--- src/irprms_pkg.sv ---
`timescale 1ns / 1ps
// ----------------------------------------------------------------------------
// irprms_pkg
// Shared constants, command/status types and helpers for the IR pointer mapper.
// ----------------------------------------------------------------------------
package irprms_pkg;

    localparam int CAMERA_MAX_X = 560;
    localparam int CAMERA_MAX_Y = 420;
    localparam int HALF_X       = CAMERA_MAX_X / 2;
    localparam int HALF_Y       = CAMERA_MAX_Y / 2;

    // sine polynomial coefficients, Q.30
    localparam logic [30:0] SIN_A1 = 31'd1686629713;
    localparam logic [30:0] SIN_A3 = 31'd693598669;
    localparam logic [30:0] SIN_A5 = 31'd85569306;
    localparam logic [30:0] SIN_A7 = 31'd5026995;

    localparam int DIV_W     = 41;
    localparam int DIVISOR_W = 14;

    // configuration register indexes
    localparam logic [2:0] REG_SCREEN_WIDTH  = 3'd0;
    localparam logic [2:0] REG_SCREEN_HEIGHT = 3'd1;
    localparam logic [2:0] REG_MARGIN_X      = 3'd2;
    localparam logic [2:0] REG_MARGIN_Y      = 3'd3;
    localparam logic [2:0] REG_ORIGIN_X      = 3'd4;
    localparam logic [2:0] REG_ORIGIN_Y      = 3'd5;

    typedef logic [4:0] op_t;

    localparam op_t OP_NONE = 5'd0;
    localparam op_t OP_LOAD = 5'd1;
    localparam op_t OP_X2   = 5'd2;
    localparam op_t OP_P1   = 5'd3;
    localparam op_t OP_P2   = 5'd4;
    localparam op_t OP_P3   = 5'd5;
    localparam op_t OP_PR   = 5'd6;
    localparam op_t OP_R1   = 5'd7;
    localparam op_t OP_R2   = 5'd8;
    localparam op_t OP_R3   = 5'd9;
    localparam op_t OP_R4   = 5'd10;
    localparam op_t OP_G0   = 5'd11;
    localparam op_t OP_G1   = 5'd12;
    localparam op_t OP_G2   = 5'd13;
    localparam op_t OP_G3   = 5'd14;
    localparam op_t OP_M0   = 5'd15;
    localparam op_t OP_M1   = 5'd16;
    localparam op_t OP_M2   = 5'd17;
    localparam op_t OP_OUT  = 5'd18;

    typedef struct packed {
        op_t  op;
        logic axis;   // 0 x, 1 y
        logic sel;    // 0 sine argument, 1 cosine argument
    } cmd_t;

    typedef struct packed {
        logic drop;
        logic div_busy;
        logic div_done;
        logic out_free;
    } sts_t;

    function automatic logic signed [23:0] sat24(input logic signed [43:0] v);
        logic signed [23:0] r;
        begin
            if (v > 44'sd8388607)
                r = 24'sh7FFFFF;
            else if (v < -44'sd8388608)
                r = 24'sh800000;
            else
                r = v[23:0];
            return r;
        end
    endfunction

endpackage

--- src/irprms_ctrl.sv ---
`timescale 1ns / 1ps
// ----------------------------------------------------------------------------
// irprms_ctrl
// Sequencer that walks the datapath through one request.
// ----------------------------------------------------------------------------
module irprms_ctrl
    import irprms_pkg::*;
(
    input  logic clk,
    input  logic rst_n,
    input  logic in_valid,
    output logic in_ready,
    input  sts_t sts,
    output cmd_t cmd
);

    localparam logic [4:0] ST_IDLE = 5'd0;
    localparam logic [4:0] ST_X2   = 5'd1;
    localparam logic [4:0] ST_P1   = 5'd2;
    localparam logic [4:0] ST_P2   = 5'd3;
    localparam logic [4:0] ST_P3   = 5'd4;
    localparam logic [4:0] ST_PR   = 5'd5;
    localparam logic [4:0] ST_R1   = 5'd6;
    localparam logic [4:0] ST_R2   = 5'd7;
    localparam logic [4:0] ST_R3   = 5'd8;
    localparam logic [4:0] ST_R4   = 5'd9;
    localparam logic [4:0] ST_G0   = 5'd10;
    localparam logic [4:0] ST_G1   = 5'd11;
    localparam logic [4:0] ST_G2   = 5'd12;
    localparam logic [4:0] ST_GW   = 5'd13;
    localparam logic [4:0] ST_G3   = 5'd14;
    localparam logic [4:0] ST_M0   = 5'd15;
    localparam logic [4:0] ST_M1   = 5'd16;
    localparam logic [4:0] ST_MW   = 5'd17;
    localparam logic [4:0] ST_M2   = 5'd18;
    localparam logic [4:0] ST_OUT  = 5'd19;

    logic [4:0] state_reg, state_next;
    logic       axis_reg, axis_next;
    logic       sel_reg, sel_next;

    assign in_ready = (state_reg == ST_IDLE);

    always_comb
    begin
        state_next = state_reg;
        axis_next  = axis_reg;
        sel_next   = sel_reg;
        cmd.op     = OP_NONE;
        cmd.axis   = axis_reg;
        cmd.sel    = sel_reg;
        unique case (state_reg)
            ST_IDLE:
            begin
                if (in_valid && !sts.drop)
                begin
                    cmd.op     = OP_LOAD;
                    axis_next  = 1'b0;
                    sel_next   = 1'b0;
                    state_next = ST_X2;
                end
            end
            ST_X2: begin cmd.op = OP_X2; state_next = ST_P1; end
            ST_P1: begin cmd.op = OP_P1; state_next = ST_P2; end
            ST_P2: begin cmd.op = OP_P2; state_next = ST_P3; end
            ST_P3: begin cmd.op = OP_P3; state_next = ST_PR; end
            ST_PR:
            begin
                cmd.op = OP_PR;
                if (sel_reg)
                    state_next = ST_R1;
                else
                begin
                    sel_next   = 1'b1;
                    state_next = ST_X2;
                end
            end
            ST_R1: begin cmd.op = OP_R1; state_next = ST_R2; end
            ST_R2: begin cmd.op = OP_R2; state_next = ST_R3; end
            ST_R3: begin cmd.op = OP_R3; state_next = ST_R4; end
            ST_R4: begin cmd.op = OP_R4; state_next = ST_G0; end
            ST_G0: begin cmd.op = OP_G0; state_next = ST_G1; end
            ST_G1: begin cmd.op = OP_G1; state_next = ST_G2; end
            ST_G2: begin cmd.op = OP_G2; state_next = ST_GW; end
            ST_GW:
            begin
                if (sts.div_done)
                    state_next = ST_G3;
            end
            ST_G3: begin cmd.op = OP_G3; state_next = ST_M0; end
            ST_M0: begin cmd.op = OP_M0; state_next = ST_M1; end
            ST_M1: begin cmd.op = OP_M1; state_next = ST_MW; end
            ST_MW:
            begin
                if (sts.div_done)
                    state_next = ST_M2;
            end
            ST_M2:
            begin
                cmd.op = OP_M2;
                if (axis_reg)
                    state_next = ST_OUT;
                else
                begin
                    axis_next  = 1'b1;
                    state_next = ST_G0;
                end
            end
            ST_OUT:
            begin
                if (sts.out_free)
                begin
                    cmd.op     = OP_OUT;
                    state_next = ST_IDLE;
                end
            end
            default: state_next = ST_IDLE;
        endcase
    end

    always_ff @(posedge clk or negedge rst_n)
    begin
        if (!rst_n)
        begin
            state_reg <= ST_IDLE;
            axis_reg  <= 1'b0;
            sel_reg   <= 1'b0;
        end
        else
        begin
            state_reg <= state_next;
            axis_reg  <= axis_next;
            sel_reg   <= sel_next;
        end
    end

endmodule

--- config.mk ---
export PLATFORM = sky130hd
export DESIGN_NAME = irprms_ctrl
export DESIGN_NICKNAME = d
export VERILOG_FILES = /design/src/irprms_pkg.sv /design/src/irprms_ctrl.sv
export SDC_FILE = /design/constraint.sdc
export NUM_CORES = 1
export LEC_CHECK = 0
export BUFFER_PORTS_ARGS = -buffer_cell sky130_fd_sc_hd__buf_2
export CAP_MARGIN = 20
export CORE_AREA = 2 2 39 41
export CTS_BUF_LIST = sky130_fd_sc_hd__clkbuf_4 sky130_fd_sc_hd__clkbuf_8 sky130_fd_sc_hd__clkbuf_16
export CTS_CLUSTER_SIZE = 24
export DETAILED_ROUTE_END_ITERATION = 8
export DIE_AREA = 0 0 41 43
export GPL_TIMING_DRIVEN = 1
export PLACE_DENSITY = 0.75
export REMOVE_ABC_BUFFERS = 1
export SLEW_MARGIN = 20
export SYNTH_ARGS = -nofsm -noshare
export SYNTH_HDL_FRONTEND = slang
export SYNTH_SLANG_ARGS = --single-unit
--- constraint.sdc ---
create_clock -name clk -period 2 [get_ports clk]
set_input_delay 0.6 -clock clk [delete_from_list [all_inputs] [get_ports clk]]
set_output_delay 0.6 -clock clk [all_outputs]
set_load 0.02 [all_outputs]
==> summary.txt <==
Outcome
  – Status: finished, violations left
  – Failing checks: negative setup slack

Detailed routing
  – Antenna-violating nets left: 0
  – Routed Wire Length: ~1900 microns
  – DRC Markers: 0
  – Vias: 722
  – TritonRoute pass-1 iters: 6
  – WL per Instance: approximately 14 microns
  – Starting DRC count in detailed routing: 15
  – DR vias/cell: approximately 5.5

Global route
  – GRT overflow: 0
  – First-pass GRT wire length: about 2700 microns
  – Antenna violations before repair: 0
  – Tot GR Track Use: 22.9%
  – Number of global-route vias before repair: between 600 and 700
  – Largest net degree at the start of global routing: 17

Synthesis
  – Number of synthesized register bits: 7
  – Main synth FF type: dfrtp_1
  – Netlist Area Pre-Place: ~600 sq um
  – Number of synthesized flops with an enable pin: 0
  – Post-Synthesis Cells: between 70 and 80
  – Synthesized area per cell: 7.88 sq um
  – Post-synth cell types: 31
  – Ys async rst share: 100%
  – Sequential share of the synthesized area: between 20 and 30%
  – Warnings from Yosys: 0

Placed design
  – Place WS: -0.0467 ns
  – Placed Cells: 111
  – Routability cong.: roughly 0.8
  – Port bufs: 13
  – HPWL Detailed: approximately 1100 microns

Floorplan
  – Initial core utilization: between 40 and 50%
  – Die X: 41 microns
  – DIE AREA: 0.00176 sq mm
  – Num rows: 14
  – IO Count: 15
  – Total core area: around 0.0014 sq mm
  – Die Span Y: ~43 microns

Clock tree
  – CTS tree: built
  – CTS buffer count: 3
  – CTS root buf: clkbuf_4
  – Clock Latency Late Sink: 0.24 ns
  – Clock Pin Slew Worst Setup and Hold Paths: 0.05 ns
  – Htree depth: 1
  – Sink Count: 7
  – Max clock buf depth: 2

Min path
  – Hold Path Class: primary input to asynchronous set/reset pin

Layout
  – Finished Layout Cells: about 130
  – Max reg flops: 5
  – Final nets: 124
  – N_diodes: 0
  – Area growth, synth to finish: 62.7%
  – Ratio of cells with drive above 1 in the final layout: slightly below 60%

Timing
  – Final Hold Slack: around 0.17 ns
  – Setup slack after layout: -0.101 ns
  – Max-slew violations: 0
  – Max-slew headroom: about 77%
  – Final setup fails: 4
  – Minimum clock period: 2.10 ns
  – Final worst path period share: 105%
  – RSZ-0062 raised after global routing: true
  – Final hold violations: 0
  – Clock Skew: 0.00197 ns
  – Worst-margin pin slew: roughly 0.34 ns
  – Fmax: ~480 MHz

Power
  – Max VDD drop: between 0.0009 and 0.001 V
  – Static Leak: 0.458 nW
  – Power per cell area: ~1900 mW/mm^2

Worst setup path
  – Maximum fanout along the worst path: 5
  – CP arrival: approximately 1.5 ns
  – CP Capture Type: output port
  – Cells on worst reg2reg path: 5
  – CP required: approximately 1.4 ns
  – Setup CP Type: flip-flop to output port
  – Crit path launch type: flip-flop

Job
  – MaxCap Viol Count: 0
==> timing repair <==
action                     in CTS  in global routing
buffers inserted               16                  2
hold buffers                    0                  0
cloned                          0                  0
gates resized for setup        21                  6
setup endpoints to repair       6                  6
pin swaps                       5                  5
==> critical path, stage by stage (launching register included) <==
cell,delay [ns]
dfrtp_2,0.44
or3b_4,0.43
o32ai_2,0.11
a32o_2,0.17
buf_6,0.11
==> logic make-up (layout without fill, tap and decap cells) <==
logic type / count (synthesis) / after routing / share of synthesized area [%]
AND/OR/NAND/NOR: 26 / 26 / 22.4
multiplexers: 1 / 1 / 2.44
flip-flops: 7 / 7 / 28.5
AO/OA/AOI/OAI: 31 / 31 / 37.1
buffers and inverters: 13 / 51 / 9.57
==> through the flow <==
| stage | utilization (%) | instance area (sq um) | power (mW) | setup TNS, ns |
|---|---|---|---|---|
| after CTS | 70.3 | 973 | 1.77 | -0.262 |
| after global placement | 54.4 | 753 | 1.23 | -0.0250 |
| after floorplan | - | 571 | 0.887 | -0.0217 |
| final | 72.2 | 1000 | 1.86 | -0.292 |
| after global routing | 72.2 | 1000 | 1.99 | -0.737 |
| after detailed placement | 54.4 | 753 | 1.25 | -0.0467 |
==> final timing paths <==
kind / start / to / slack [ns]
hold reg to reg: sel_reg / sel_reg / 0.62
hold / removal: rst_n / state_reg[2] / 0.17
max in group asynchronous: rst_n / state_reg[1] / 1.67
setup / recovery: state_reg[3] / cmd[3] / -0.10
setup reg to reg: state_reg[3] / state_reg[4] / 0.07
min in group clk: sel_reg / sel_reg / 0.62
==> where the power goes <==
| group | leakage (nW) | internal (mW) | switching, mW | total, mW |
|---|---|---|---|---|
| clock | 0.0184 | 0.0891 | 0.0434 | 0.133 |
| sequential | 0.0878 | 0.203 | 0.0906 | 0.293 |
| combinational | 0.352 | 0.734 | 0.697 | 1.43 |
==> per-layer routing <==
layer | track usage (%) | vias to the layer above | share of wire (%)
met5 | 0 | - | 0
met4 | 7.33 | 0 | 0.79
met3 | 2.09 | 2 | 3.9
met2 | 39.4 | 21 | 52
met1 | 28.1 | 335 | 43
li1 | - | 364 | -
==> synthesized netlist by cell type, types with 2 or more instances <==
| master | instances | area (sq um) |
|---|---|---|
| nor3_1 | 2 | 10.0 |
| inv_2 | 2 | 7.51 |
| o21ai_0 | 2 | 10.0 |
| inv_1 | 2 | 7.51 |
| o21ai_1 | 5 | 25.0 |
| nand3b_1 | 2 | 15.0 |
| clkbuf_1 | 5 | 18.8 |
| nand2_1 | 6 | 22.5 |
| buf_2 | 2 | 10.0 |
| a31oi_1 | 2 | 12.5 |
| dfrtp_1 | 7 | 175 |
| a21oi_1 | 10 | 50.1 |
| nor2_1 | 9 | 33.8 |
| buf_4 | 2 | 15.0 |
| o32ai_1 | 3 | 26.3 |
| nand2b_1 | 2 | 12.5 |
==> final cells by class <==
type | instances | area (sq um)
well taps | 16 | 20.0
fillers | 94 | 384
multi-input cells | 58 | 435
repair buffers | 43 | 322
clock buffers | 4 | 30.0
inverters | 4 | 15.0
flip-flops and latches | 7 | 178
==> cells in the final DEF (no fill, tap or decap), types with 2 or more instances in the layout <==
cell,Yosys,final
clkbuf_4,0,4
o21ai_1,5,5
inv_1,2,2
nor2_4,0,3
buf_4,2,30
nor3_1,2,2
dfrtp_2,0,2
a21oi_1,10,9
buf_6,0,5
nor2_1,9,5
nand3b_1,2,2
nand2_1,6,5
buf_2,2,8
a31oi_1,2,2
o21ai_0,2,2
o32ai_1,3,2
nand2b_1,2,2
dfrtp_1,7,5
inv_2,2,2
(Power assumes the default switching activity.)
